===== src/hdl/sfr_pkg.sv =====
`timescale 1ns / 1ps
// ----------------------------------------------------------------------------
// Serial frame receiver package
// Shared types, constants and the byte classifier of the frame receiver.
// ----------------------------------------------------------------------------
package sfr_pkg;

  localparam int HEADER_BYTES = 9;
  localparam int IN_DEPTH     = 4;
  localparam int OUT_DEPTH    = 4;
  localparam int CFG_IDX_W    = 8;
  localparam int CFG_DATA_W   = 16;

  localparam logic [7:0] SYNC_FIRST  = 8'hAB;
  localparam logic [7:0] SYNC_SECOND = 8'hBA;

  localparam logic [15:0] RESPONSE_TIMEOUT_RST = 16'd1000;
  localparam logic [15:0] MAX_BODY_LEN_RST     = 16'd256;

  localparam logic [CFG_IDX_W-1:0] REG_RESPONSE_TIMEOUT = CFG_IDX_W'(0);
  localparam logic [CFG_IDX_W-1:0] REG_MAX_BODY_LEN     = CFG_IDX_W'(1);

  localparam logic REQ_BYTE = 1'b0;
  localparam logic REQ_TICK = 1'b1;

  localparam logic KIND_BODY = 1'b0;
  localparam logic KIND_END  = 1'b1;

  typedef enum logic [1:0] {
    ST_OK       = 2'd0,
    ST_CKSUM    = 2'd1,
    ST_TOO_LONG = 2'd2,
    ST_TIMEOUT  = 2'd3
  } status_e;

  typedef enum logic [3:0] {
    PH_HUNT1  = 4'd0,
    PH_HUNT2  = 4'd1,
    PH_LEN_LO = 4'd2,
    PH_LEN_HI = 4'd3,
    PH_SRC    = 4'd4,
    PH_DEST   = 4'd5,
    PH_CMD    = 4'd6,
    PH_IDX_LO = 4'd7,
    PH_IDX_HI = 4'd8,
    PH_BODY   = 4'(HEADER_BYTES),
    PH_CK_LO  = 4'(HEADER_BYTES + 1),
    PH_CK_HI  = 4'(HEADER_BYTES + 2)
  } phase_e;

  typedef struct packed {
    logic       req_type;
    logic [7:0] rx_byte;
  } in_word_t;

  typedef struct packed {
    logic        kind;
    logic [7:0]  body_byte;
    logic [7:0]  src_id;
    logic [7:0]  dest_id;
    logic [7:0]  cmd_code;
    logic [15:0] frame_index;
    logic [15:0] frame_len;
    logic [1:0]  status;
    logic        last;
  } out_word_t;

  typedef struct packed {
    logic       is_tick;
    logic       is_sync1;
    logic       is_sync2;
    logic [7:0] data;
  } front_word_t;

  typedef struct packed {
    logic                  valid;
    logic [CFG_IDX_W-1:0]  index;
    logic [CFG_DATA_W-1:0] data;
  } cfg_write_t;

  function automatic front_word_t classify(input in_word_t w);
    front_word_t f;
    f.is_tick  = (w.req_type == REQ_TICK);
    f.is_sync1 = (w.rx_byte == SYNC_FIRST);
    f.is_sync2 = (w.rx_byte == SYNC_SECOND);
    f.data     = w.rx_byte;
    return f;
  endfunction

endpackage


===== src/hdl/sfr_fifo.sv =====
`timescale 1ns / 1ps
// ----------------------------------------------------------------------------
// Frame receiver queue
// Small first-in first-out register queue with push/full and pop/empty sides.
// ----------------------------------------------------------------------------
module sfr_fifo #(
  parameter int WIDTH = 8,
  parameter int DEPTH = 4
) (
  input  logic             clk_i,
  input  logic             rst_ni,
  input  logic             push_i,
  input  logic [WIDTH-1:0] data_i,
  output logic             full_o,
  input  logic             pop_i,
  output logic [WIDTH-1:0] data_o,
  output logic             empty_o
);

  localparam int AW = (DEPTH > 1) ? $clog2(DEPTH) : 1;
  localparam int CW = $clog2(DEPTH + 1);

  logic [WIDTH-1:0] mem_q [DEPTH];
  logic [AW-1:0]    wr_ptr_q, wr_ptr_d;
  logic [AW-1:0]    rd_ptr_q, rd_ptr_d;
  logic [CW-1:0]    count_q, count_d;
  logic             do_push, do_pop;

  assign full_o  = (count_q == CW'(DEPTH));
  assign empty_o = (count_q == '0);
  assign do_push = push_i && !full_o;
  assign do_pop  = pop_i && !empty_o;
  assign data_o  = mem_q[rd_ptr_q];

  always_comb begin
    wr_ptr_d = wr_ptr_q;
    rd_ptr_d = rd_ptr_q;
    count_d  = count_q;
    if (do_push) begin
      wr_ptr_d = (wr_ptr_q == AW'(DEPTH - 1)) ? '0 : wr_ptr_q + AW'(1);
    end
    if (do_pop) begin
      rd_ptr_d = (rd_ptr_q == AW'(DEPTH - 1)) ? '0 : rd_ptr_q + AW'(1);
    end
    if (do_push && !do_pop) begin
      count_d = count_q + CW'(1);
    end else if (do_pop && !do_push) begin
      count_d = count_q - CW'(1);
    end
  end

  always_ff @(posedge clk_i or negedge rst_ni) begin
    if (!rst_ni) begin
      wr_ptr_q <= '0;
      rd_ptr_q <= '0;
      count_q  <= '0;
    end else begin
      wr_ptr_q <= wr_ptr_d;
      rd_ptr_q <= rd_ptr_d;
      count_q  <= count_d;
    end
  end

  always_ff @(posedge clk_i) begin
    if (do_push) begin
      mem_q[wr_ptr_q] <= data_i;
    end
  end

endmodule


===== src/hdl/sfr_parser.sv =====
`timescale 1ns / 1ps
// ----------------------------------------------------------------------------
// Frame receiver parser
// Frame state machine: sync hunt, header capture, body pass-through,
// length and checksum checks, tick timeout, two configuration registers.
// ----------------------------------------------------------------------------
module sfr_parser (
  input  logic                clk_i,
  input  logic                rst_ni,
  input  logic                in_valid_i,
  input  sfr_pkg::front_word_t in_word_i,
  output logic                in_pop_o,
  input  logic                out_ready_i,
  output logic                out_push_o,
  output sfr_pkg::out_word_t  out_word_o,
  input  sfr_pkg::cfg_write_t cfg_i
);

  sfr_pkg::phase_e phase_q, phase_d;
  logic [15:0] timeout_q, timeout_d;
  logic [15:0] max_len_q, max_len_d;
  logic [15:0] len_q, len_d;
  logic [15:0] left_q, left_d;
  logic [15:0] sum_q, sum_d;
  logic [7:0]  src_q, src_d;
  logic [7:0]  dest_q, dest_d;
  logic [7:0]  cmd_q, cmd_d;
  logic [15:0] index_q, index_d;
  logic [7:0]  ck_low_q, ck_low_d;
  logic [15:0] ticks_q, ticks_d;

  logic        fire;
  logic        res_valid;
  logic        res_kind;
  logic [7:0]  res_byte;
  sfr_pkg::status_e res_status;
  logic        over_len;
  logic [15:0] len_full;
  logic [15:0] left_dec;

  assign fire     = in_valid_i && out_ready_i;
  assign in_pop_o = fire;
  assign over_len = (len_q > max_len_q);
  assign len_full = {in_word_i.data, len_q[7:0]};
  assign left_dec = left_q - 16'd1;

  always_comb begin
    timeout_d = timeout_q;
    max_len_d = max_len_q;
    if (cfg_i.valid) begin
      if (cfg_i.index == sfr_pkg::REG_RESPONSE_TIMEOUT) begin
        timeout_d = cfg_i.data;
      end else if (cfg_i.index == sfr_pkg::REG_MAX_BODY_LEN) begin
        max_len_d = cfg_i.data;
      end
    end
  end

  always_comb begin
    phase_d    = phase_q;
    len_d      = len_q;
    left_d     = left_q;
    sum_d      = sum_q;
    src_d      = src_q;
    dest_d     = dest_q;
    cmd_d      = cmd_q;
    index_d    = index_q;
    ck_low_d   = ck_low_q;
    ticks_d    = ticks_q;
    res_valid  = 1'b0;
    res_kind   = sfr_pkg::KIND_BODY;
    res_byte   = 8'h00;
    res_status = sfr_pkg::ST_OK;
    if (fire) begin
      if (in_word_i.is_tick) begin
        if (phase_q == sfr_pkg::PH_HUNT1) begin
          ticks_d = timeout_q;
        end else if (ticks_q <= 16'd1) begin
          res_valid  = 1'b1;
          res_kind   = sfr_pkg::KIND_END;
          res_status = sfr_pkg::ST_TIMEOUT;
          phase_d    = sfr_pkg::PH_HUNT1;
          ticks_d    = timeout_q;
        end else begin
          ticks_d = ticks_q - 16'd1;
        end
      end else begin
        if (phase_q >= sfr_pkg::PH_LEN_LO && phase_q <= sfr_pkg::PH_BODY) begin
          sum_d = sum_q + {8'h00, in_word_i.data};
        end
        unique case (phase_q)
          sfr_pkg::PH_HUNT1: begin
            if (in_word_i.is_sync1) begin
              len_d    = '0;
              left_d   = '0;
              sum_d    = '0;
              src_d    = '0;
              dest_d   = '0;
              cmd_d    = '0;
              index_d  = '0;
              ck_low_d = '0;
              ticks_d  = timeout_q;
              phase_d  = sfr_pkg::PH_HUNT2;
            end
          end
          sfr_pkg::PH_HUNT2: begin
            if (in_word_i.is_sync2) begin
              phase_d = sfr_pkg::PH_LEN_LO;
            end else if (!in_word_i.is_sync1) begin
              phase_d = sfr_pkg::PH_HUNT1;
            end
          end
          sfr_pkg::PH_LEN_LO: begin
            len_d   = {8'h00, in_word_i.data};
            phase_d = sfr_pkg::PH_LEN_HI;
          end
          sfr_pkg::PH_LEN_HI: begin
            len_d   = len_full;
            left_d  = len_full;
            phase_d = sfr_pkg::PH_SRC;
          end
          sfr_pkg::PH_SRC: begin
            src_d   = in_word_i.data;
            phase_d = sfr_pkg::PH_DEST;
          end
          sfr_pkg::PH_DEST: begin
            dest_d  = in_word_i.data;
            phase_d = sfr_pkg::PH_CMD;
          end
          sfr_pkg::PH_CMD: begin
            cmd_d   = in_word_i.data;
            phase_d = sfr_pkg::PH_IDX_LO;
          end
          sfr_pkg::PH_IDX_LO: begin
            index_d = {8'h00, in_word_i.data};
            phase_d = sfr_pkg::PH_IDX_HI;
          end
          sfr_pkg::PH_IDX_HI: begin
            index_d = {in_word_i.data, index_q[7:0]};
            phase_d = (left_q == '0) ? sfr_pkg::PH_CK_LO : sfr_pkg::PH_BODY;
          end
          sfr_pkg::PH_BODY: begin
            left_d = left_dec;
            if (left_dec == '0) begin
              phase_d = sfr_pkg::PH_CK_LO;
            end
            if (!over_len) begin
              res_valid = 1'b1;
              res_byte  = in_word_i.data;
            end
          end
          sfr_pkg::PH_CK_LO: begin
            ck_low_d = in_word_i.data;
            phase_d  = sfr_pkg::PH_CK_HI;
          end
          sfr_pkg::PH_CK_HI: begin
            res_valid = 1'b1;
            res_kind  = sfr_pkg::KIND_END;
            if (over_len) begin
              res_status = sfr_pkg::ST_TOO_LONG;
            end else if ({in_word_i.data, ck_low_q} != (16'd0 - sum_q)) begin
              res_status = sfr_pkg::ST_CKSUM;
            end
            phase_d = sfr_pkg::PH_HUNT1;
            ticks_d = timeout_q;
          end
          default: begin
            phase_d = sfr_pkg::PH_HUNT1;
          end
        endcase
      end
    end
  end

  always_comb begin
    out_push_o             = res_valid;
    out_word_o.kind        = res_kind;
    out_word_o.body_byte   = res_byte;
    out_word_o.src_id      = src_q;
    out_word_o.dest_id     = dest_q;
    out_word_o.cmd_code    = cmd_q;
    out_word_o.frame_index = index_q;
    out_word_o.frame_len   = len_q;
    out_word_o.status      = res_status;
    out_word_o.last        = res_kind;
  end

  always_ff @(posedge clk_i or negedge rst_ni) begin
    if (!rst_ni) begin
      phase_q   <= sfr_pkg::PH_HUNT1;
      timeout_q <= sfr_pkg::RESPONSE_TIMEOUT_RST;
      max_len_q <= sfr_pkg::MAX_BODY_LEN_RST;
      len_q     <= '0;
      left_q    <= '0;
      sum_q     <= '0;
      src_q     <= '0;
      dest_q    <= '0;
      cmd_q     <= '0;
      index_q   <= '0;
      ck_low_q  <= '0;
      ticks_q   <= sfr_pkg::RESPONSE_TIMEOUT_RST;
    end else begin
      phase_q   <= phase_d;
      timeout_q <= timeout_d;
      max_len_q <= max_len_d;
      len_q     <= len_d;
      left_q    <= left_d;
      sum_q     <= sum_d;
      src_q     <= src_d;
      dest_q    <= dest_d;
      cmd_q     <= cmd_d;
      index_q   <= index_d;
      ck_low_q  <= ck_low_d;
      ticks_q   <= ticks_d;
    end
  end

endmodule


===== src/hdl/serial_frame_receiver.sv =====
`timescale 1ns / 1ps
// ----------------------------------------------------------------------------
// Serial frame receiver
// Deframer for sync/length framed serial data with a 16-bit checksum and a
// tick driven receive timeout.
// ----------------------------------------------------------------------------
//  channel   direction  handshake             payload
//  input     in         push / full           in_word_i  (req_type, rx_byte)
//  result    out        empty / pop           out_word_o (kind ... last)
//  config    in         cfg_valid_i / ready   cfg_index_i, cfg_data_i
//
// One word is taken every clock cycle while the input queue is not full;
// the frame state machine retires one word per cycle from the input queue
// while the result queue is not full. Each word's result is registered in
// the result queue. Reset empties both queues.
// A full result queue halts the state machine; the input queue then fills
// and raises full.
// ----------------------------------------------------------------------------
module serial_frame_receiver #(
  parameter int IN_DEPTH  = sfr_pkg::IN_DEPTH,
  parameter int OUT_DEPTH = sfr_pkg::OUT_DEPTH
) (
  input  logic                           clk_i,
  input  logic                           rst_ni,
  input  logic                           push,
  output logic                           full,
  input  sfr_pkg::in_word_t              in_word_i,
  output logic                           empty,
  input  logic                           pop,
  output sfr_pkg::out_word_t             out_word_o,
  input  logic                           cfg_valid_i,
  output logic                           cfg_ready_o,
  input  logic [sfr_pkg::CFG_IDX_W-1:0]  cfg_index_i,
  input  logic [sfr_pkg::CFG_DATA_W-1:0] cfg_data_i
);

  localparam int FW = $bits(sfr_pkg::front_word_t);
  localparam int OW = $bits(sfr_pkg::out_word_t);

  sfr_pkg::front_word_t front_in, front_out;
  sfr_pkg::out_word_t   res_word;
  sfr_pkg::cfg_write_t  cfg;
  logic                 front_empty, front_pop;
  logic                 res_full, res_push;

  assign front_in    = sfr_pkg::classify(in_word_i);
  assign cfg_ready_o = 1'b1;
  assign cfg.valid   = cfg_valid_i;
  assign cfg.index   = cfg_index_i;
  assign cfg.data    = cfg_data_i;

  sfr_fifo #(
    .WIDTH(FW),
    .DEPTH(IN_DEPTH)
  ) u_in_queue (
    .clk_i  (clk_i),
    .rst_ni (rst_ni),
    .push_i (push),
    .data_i (front_in),
    .full_o (full),
    .pop_i  (front_pop),
    .data_o (front_out),
    .empty_o(front_empty)
  );

  sfr_parser u_parser (
    .clk_i      (clk_i),
    .rst_ni     (rst_ni),
    .in_valid_i (!front_empty),
    .in_word_i  (front_out),
    .in_pop_o   (front_pop),
    .out_ready_i(!res_full),
    .out_push_o (res_push),
    .out_word_o (res_word),
    .cfg_i      (cfg)
  );

  sfr_fifo #(
    .WIDTH(OW),
    .DEPTH(OUT_DEPTH)
  ) u_out_queue (
    .clk_i  (clk_i),
    .rst_ni (rst_ni),
    .push_i (res_push),
    .data_i (res_word),
    .full_o (res_full),
    .pop_i  (pop),
    .data_o (out_word_o),
    .empty_o(empty)
  );

endmodule


===== config.mk =====
export PLATFORM = sky130hd
export DESIGN_NAME = serial_frame_receiver
export DESIGN_NICKNAME = d
export VERILOG_FILES = /design/src/hdl/sfr_pkg.sv /design/src/hdl/sfr_fifo.sv /design/src/hdl/sfr_parser.sv /design/src/hdl/serial_frame_receiver.sv
export SDC_FILE = /design/constraint.sdc
export NUM_CORES = 1
export LEC_CHECK = 0
export BUFFER_PORTS_ARGS = -buffer_cell sky130_fd_sc_hd__buf_2
export CORE_MARGIN = 2
export CORE_UTILIZATION = 50
export DETAILED_ROUTE_END_ITERATION = 16
export GPL_ROUTABILITY_DRIVEN = 0
export PLACE_DENSITY_LB_ADDON = 0.3
export SYNTH_ARGS = -nofsm -noshare
export SYNTH_HDL_FRONTEND = slang
export SYNTH_SLANG_ARGS = --single-unit

===== constraint.sdc =====
create_clock -name clk_i -period 3.9 [get_ports clk_i]
set_input_delay 0.585 -clock clk_i [delete_from_list [all_inputs] [get_ports clk_i]]
set_output_delay 0.585 -clock clk_i [all_outputs]
set_load 0.01 [all_outputs]

==> flow_summary_export.csv, run 1 <==
group,metric,value,unit
global_routing,grt_max_degree,97,
route,routedWlPerCell,21.1,um
route,routed_via_density,5.84,
timing,fmax,0.290,GHz
clock_tree,clk_pin_slew_worst_paths,0.06,ns
clock_tree,htreeDepth,2,
timing,holdWs,0.116,ns
floorplan,die_area,0.0427,mm^2
outcome,status,"complete, no violations",
synth,ys_top_cells_by_count,"edfxtp_1 (312), dfrtp_1 (149), nand2_1 (127), nor2_1 (87), o21ai_0 (86)",
synth,synth_nets,1511,
timing,setup_violations,0,
synth,synth_top_area_share,45.7,%
flow_run,drv_cap,0,
route,drt_iter0_drc,1098,
floorplan,die_h,207,um
setup_path,critPathArrivalTime,3.95,ns
floorplan,rows,74,
clock_tree,clk_latency,0.58,ns
pwr,p_leak,0.00893,uW
floorplan,start_util,50.5,%
route,vias,12400,
final_layout,design_area,0.0234,mm^2
pwr,peakVddDrop,383,uV
final_layout,postLayoutCoreUtil,57.6,%
setup_path,worstPathRequired,4.41,ns
clock_tree,post_cts.repair.setup_buffers,0,
synth,synth_area_per_cell,14.4,um^2
final_layout,drive_gt1_share,24.3,%
timing,tns,0,ns
synth,syn_area,0.0205,mm^2
setup_path,worstPathMaxFanout,7,
timing,period_share,88.4,%
global_routing,grtUsageTotal,21.7,%
clock_tree,cts.repair.resized,0,
pwr,power.density,828,mW/mm^2
synth,yosysWarnings,0,
final_layout,n_fill_cell,3125,
synth,synth-edff-count,312,
floorplan,core_area,0.0406,mm^2
route,wl,44.9,mm
synth,seq_area_frac_synth,65.5,%
setup_path,r2r-end,"u_out_queue.count_q[2]$_DFFE_PN0P_",
timing,worst_pin_slew,1.15,ns
synth,synth_cells,1429,
synth,synthTopCellsByArea,"edfxtp_1 (46%), dfrtp_1 (18%), mux4_2 (8.1%)",
setup_path,startpoint_type,"register",
global_routing,grt_pass1_vias,12400,
global_routing,overflow,0,
route,drtPass1Iterations,5,
synth,ys_types,84,
clock_tree,cts_tree,"done",
setup_path,reg2regPathDepth,12,
setup_path,r2r_setup_slack,0.45,ns
final_layout,area_growth,14.1,%
synth,ys_ff_latch,474,
setup_path,worstSetupPathType,"register to register",
timing,skew,0.0126,ns
clock_tree,root_buffer,"clkbuf_16",
min_path,min_path_type,"input port to asynchronous set/reset pin",
final_layout,num_antenna_cells,0,
setup_path,regToRegStartpoint,"u_parser.ticks_q[12]$_DFFE_PN0P_",
timing,rsz0062_at_grt,"false",
timing,hold_viol,0,
floorplan,dieWidth,207,um
placement,io_buffers,107,
global_routing,grt_pass1_wl,70.5,mm
synth,synth.most_common_cell,"edfxtp_1",
clock_tree,cts_buffers,49,
floorplan,ioPinCount,109,
setup_path,endpoint_kind,"register",
synth,synthArstFlopShare,34.2,%
clock_tree,cts_sinks,474,
route,drcViolationCount,0,
timing,period_minus_slack,3.45,ns
clock_tree,cts_hold_buffers,0,
final_layout,final_nets,1640,
route,postRouteAntennaNets,0,
placement,placedCellCount,2039,
placement,placed_area,0.0218,mm^2
placement,dp_hpwl,28.8,mm
clock_tree,cts_buffer_depth,3,
global_routing,antenna_found_initial,0,
timing,slew_headroom,23.2,%
synth,yosysTopAreaCell,"edfxtp_1",
final_layout,final_cells,2131,
synth,yosys_most_used_dff,"edfxtp_1",
timing,drv_slew,0,
[layout make-up]
cell class                 count  area [um^2]  area share, %
inverter                      51          191          0.818
multi-input combinational    838         6590           28.2
sequential                   474        13400           57.4
clock inverter                23          254           1.08
timing repair buffer         144          895           3.82
clock buffer                  69         1370           5.86
tap                          532          666           2.84
[logic make-up after synthesis]
group | synth area share [%]
compound gates | 7.72
xor+xnor | 1.54
fa+ha+maj | 2.79
buf+inv | 2.42
flops | 65.5
mux | 11.2
other cells | 0.0183
simple gates | 8.79
[worst max path at each step]
stage                                           from                            endpoint  slack, ns  cells past startpoint
floorplan           u_parser.ticks_q[12]$_DFFE_PN0P_   u_out_queue.mem_q[0][0]$_DFFE_PP_       0.52                      7
detailed placement  u_parser.ticks_q[12]$_DFFE_PN0P_  u_out_queue.count_q[2]$_DFFE_PN0P_       0.45                     12
global route        u_parser.ticks_q[12]$_DFFE_PN0P_  u_out_queue.count_q[2]$_DFFE_PN0P_       0.30                     12
finish              u_parser.ticks_q[12]$_DFFE_PN0P_  u_out_queue.count_q[2]$_DFFE_PN0P_       0.45                     12
global placement    u_parser.ticks_q[12]$_DFFE_PN0P_  u_out_queue.count_q[2]$_DFFE_PN0P_       0.51                     12
CTS                 u_parser.ticks_q[12]$_DFFE_PN0P_  u_out_queue.count_q[2]$_DFFE_PN0P_       0.44                     12
[stage by stage]
stage | power (uW) | setup slack [ns]
after global routing | 20500 | 0.296
after floorplan | 12300 | 0.517
after detailed placement | 14800 | 0.452
after global placement | 14700 | 0.509
after CTS | 19500 | 0.440
final | 19400 | 0.454
[placed cells by master, fill, tap and decap left out, drive strengths merged, types with 30 or more instances in the layout]
cell and instances:
mux4 74, o21ai 89, nor3 31, nor2 90, ha 41, edfxtp 312, dfrtp 149, mux2 46
buf 144, a21oi 56, inv 52, clkbuf 69, nand3 30, nand2 127
[per-layer routing]
| layer | part of all wire [%] | track usage, % |
|---|---|---|
| met2 | 46 | 33.7 |
| met4 | 2.6 | 6.61 |
| met1 | 44 | 31.2 |
| met3 | 6.6 | 4.24 |
| met5 | 0 | 0 |
[worst max-delay path, cell delays in order (launching register included)]
cell and delay (ns):
dfrtp_1 0.39, or4_4 0.55, or3_4 0.37, nor4_4 0.42, a31oi_4 0.16, nor2_2 0.15
o41a_4 0.20, ha_1 0.19, inv_1 0.07, fa_1 0.43, xor2_1 0.17, nor2_1 0.11
xor2_1 0.15
[registers in the layout, summed over array words and instances, names as in the netlist]
register and cells:
u_parser.index_q 16, u_parser.ck_low_q 8, u_parser.max_len_q 16, u_parser.left_q 16
u_out_queue.rd_ptr_q 2, u_parser.timeout_q 16, u_parser.src_q 8, u_in_queue.mem_q 44
u_in_queue.count_q 3, u_parser.dest_q 8, u_parser.len_q 16, u_parser.cmd_q 8
u_parser.phase_q 4, u_out_queue.wr_ptr_q 2, u_parser.sum_q 16, u_in_queue.wr_ptr_q 2
u_in_queue.rd_ptr_q 2, u_parser.ticks_q 16, u_out_queue.mem_q 268, u_out_queue.count_q 3
[power breakdown]
part / internal (uW) / switching (uW) / leakage [uW]
registers: 6670 / 738 / 0.00507
logic: 2930 / 4380 / 0.00307
clock network: 2730 / 1930 / 0.000793
total: 12300 / 7050 / 0.00893
No activity file was read; power rests on OpenSTA's default activity.
==> run 2, diff against run 1 <==
--- a/config.mk
+++ b/config.mk
@@ -6,11 +6,12 @@
 export NUM_CORES = 1
 export LEC_CHECK = 0
 export BUFFER_PORTS_ARGS = -buffer_cell sky130_fd_sc_hd__buf_2
-export CORE_MARGIN = 2
 export CORE_UTILIZATION = 50
 export DETAILED_ROUTE_END_ITERATION = 16
 export GPL_ROUTABILITY_DRIVEN = 0
 export PLACE_DENSITY_LB_ADDON = 0.3
+export SKIP_CTS_REPAIR_TIMING = 1
 export SYNTH_ARGS = -nofsm -noshare
 export SYNTH_HDL_FRONTEND = slang
+export SYNTH_HIERARCHICAL = 1
 export SYNTH_SLANG_ARGS = --single-unit
==> flow_summary_export.csv, run 2 <==
group,metric,value,unit
outcome,status,"complete, no violations",
setup_path,reg2regPathDepth,13,
clock_tree,root_buffer,"clkbuf_16",
synth,yosys_most_used_dff,"edfxtp_1",
global_routing,grt_pass1_wl,69.4,mm
floorplan,die_area,0.0420,mm^2
timing,rsz0062_at_grt,"false",
synth,synthTopCellsByArea,"edfxtp_1 (46%), dfrtp_1 (18%), mux4_2 (8.6%)",
floorplan,core_area,0.0402,mm^2
timing,tns,0,ns
timing,slew_headroom,26.2,%
route,drtPass1Iterations,5,
clock_tree,cts_buffer_depth,3,
setup_path,worst_path_dominant_cell_family,"simple AND/OR/NAND/NOR gates",
setup_path,crit_chain,"inv_1, ha_1, nand4_1, nor4_1, nor2_1, o31ai_1, nor2b_1, ha_1, inv_1, fa_1, xor2_1, nor2_1, xor2_1",
setup_path,worstPathMaxFanout,3,
timing,period_share,92.9,%
floorplan,start_util,51.2,%
pwr,p_leak,0.00894,uW
pwr,power.density,816,mW/mm^2
clock_tree,cts_tree,"done",
final_layout,postLayoutCoreUtil,58.2,%
synth,synth_top_area_share,46.1,%
setup_path,crit_end,"u_out_queue/count_q[2]$_DFFE_PN0P_",
setup_path,endpoint_kind,"register",
timing,drv_slew,0,
global_routing,grtUsageTotal,21.8,%
route,drt_iter0_drc,888,
synth,seq_area_frac_synth,65.9,%
setup_path,startpoint_type,"register",
final_layout,final_nets,1614,
setup_path,critPathLaunch,"u_parser/max_len_q[8]$_DFFE_PN1P_",
timing,period_minus_slack,3.62,ns
timing,setup_ws,0.278,ns
floorplan,rows,73,
timing,fmax,0.276,GHz
clock_tree,clk_pin_slew_worst_paths,0.06,ns
synth,ys_ff_latch,478,
synth,synth_cells,1414,
pwr,peakVddDrop,411,uV
placement,post-place-ws,-0.163,ns
route,postRouteAntennaNets,0,
timing,holdWs,0.0989,ns
final_layout,final_common_cell,"edfxtp_1",
global_routing,antenna_found_initial,0,
setup_path,worstSetupPathType,"register to register",
clock_tree,clk_latency,0.59,ns
min_path,min_path_type,"input port to asynchronous set/reset pin",
global_routing,grt_max_degree,98,
clock_tree,htreeDepth,2,
setup_path,worstPathRequired,4.41,ns
route,drcViolationCount,0,
synth,ys_types,72,
final_layout,drive_gt1_share,23.8,%
setup_path,r2r_setup_slack,0.28,ns
timing,setup_violations,0,
placement,io_buffers,107,
synth,ys_top_cells_by_count,"edfxtp_1 (316), dfrtp_1 (149), nand2_1 (146), o21ai_0 (81), mux4_2 (79)",
synth,synth_nets,1496,
setup_path,cp_slowest_cell,"nor4_1",
final_layout,layout_common_cells,"edfxtp_1 (316), dfrtp_1 (147), nand2_1 (146)",
synth,synth.most_common_cell,"edfxtp_1",
flow_run,drv_cap,0,
global_routing,grt_pass1_vias,12100,
synth,syn_area,0.0206,mm^2
clock_tree,cts_buffers,47,
floorplan,ioPinCount,109,
placement,dp_hpwl,28.4,mm
clock_tree,cts_sinks,478,
synth,synth-edff-count,316,
setup_path,r2r-end,"u_out_queue/count_q[2]$_DFFE_PN0P_",
synth,synth_area_per_cell,14.6,um^2
final_layout,largestRegisters,"u_out_queue/mem_q x272, u_in_queue/mem_q x44",
route,vias,12000,
final_layout,area_growth,13.6,%
synth,yosysTopAreaCell,"edfxtp_1",
setup_path,critPathArrivalTime,4.14,ns
final_layout,num_antenna_cells,0,
floorplan,die_h,205,um
setup_path,path_buf_inv,2,
final_layout,largest_reg_flops,272,
setup_path,regToRegStartpoint,"u_parser/max_len_q[8]$_DFFE_PN1P_",
synth,yosysWarnings,6,
synth,synthArstFlopShare,33.9,%
timing,hold_viol,0,
route,routed_via_density,5.74,
route,wl,44.2,mm
setup_path,slowest_delay,0.76,ns
timing,worst_pin_slew,1.10,ns
timing,skew,0.0225,ns
final_layout,regMostFlops,"u_out_queue/mem_q",
global_routing,overflow,0,
route,routedWlPerCell,21.1,um
setup_path,path_depth,13,
floorplan,dieWidth,205,um
## run 2: cell count changes after synthesis, moves of 13 or more
cell,before,now
o22ai_1,23,1
a22o_1,0,16
xor2_1,13,26
nand2_1,127,146
o21ai_1,2,28
clkbuf_1,39,52
nor2_1,87,74
## run 2: worst min-delay path by stage
stage,from,to,slack (ns),cells after the start
global placement,u_parser/ticks_q[7]$_DFFE_PN1P_,u_parser/ticks_q[7]$_DFFE_PN1P_,0.45,2
detailed placement,u_parser/ticks_q[7]$_DFFE_PN1P_,u_parser/ticks_q[7]$_DFFE_PN1P_,0.46,2
CTS,rst_ni,u_parser/index_q[0]$_DFFE_PN0P_,0.12,1
finish,rst_ni,u_parser/index_q[0]$_DFFE_PN0P_,0.1,1
global route,rst_ni,u_parser/index_q[0]$_DFFE_PN0P_,0.16,1
floorplan,rst_ni,u_in_queue/count_q[0]$_DFFE_PN0P_,0.29,0
## run 2: cell type report
| class | instances | area [um^2] |
|---|---|---|
| clock inverters | 31 | 274 |
| well taps | 525 | 657 |
| flip-flops and latches | 478 | 13600 |
| clock buffers | 57 | 1250 |
| repair buffers | 141 | 935 |
| inverters | 40 | 150 |
| multi-input cells | 824 | 6570 |
| fillers | 3100 | 16800 |
## run 2: cells by family (layout without fill, tap and decap cells)
group / count (synthesis) / count (layout) / share of synthesized area, %
AO/OA/AOI/OAI: 237 / 237 / 6.99
AND/OR/NAND/NOR: 377 / 377 / 9.11
adder cells (fa/ha/maj): 44 / 44 / 2.78
buffers and inverters: 112 / 269 / 2.37
other: 1 / 1 / 0.0182
XOR/XNOR: 43 / 43 / 1.83
flip-flops: 478 / 478 / 65.9
multiplexers: 122 / 122 / 11.1
## run 2: metrics by stage
| step | std cells | area [um^2] | power, uW |
|---|---|---|---|
| floorplan | 1414 | 20600 | 12300 |
| global placement | 2008 | 21900 | 14500 |
| detailed placement | 2008 | 21900 | 14700 |
| CTS | 2096 | 23400 | 19200 |
| global route | 2096 | 23400 | 20200 |
| finish | 2096 | 23400 | 19100 |
## run 2: metal layers
| metal | GRT usage (%) | part of all wire [%] | up-vias | wire (um) |
|---|---|---|---|---|
| met5 | 0 | 0 | - | 0 |
| met4 | 7.28 | 2.5 | 0 | 1110 |
| met3 | 3.23 | 5.5 | 61 | 2440 |
| met2 | 35.4 | 49 | 353 | 21600 |
| met1 | 30.4 | 43 | 6075 | 19100 |
| li1 | - | - | 5551 | - |
## run 2: report_power, final
part | leakage, uW | switching, uW | internal, uW
clock network | 0.000755 | 1910 | 2510
logic | 0.00309 | 4130 | 2830
registers | 0.00509 | 882 | 6820
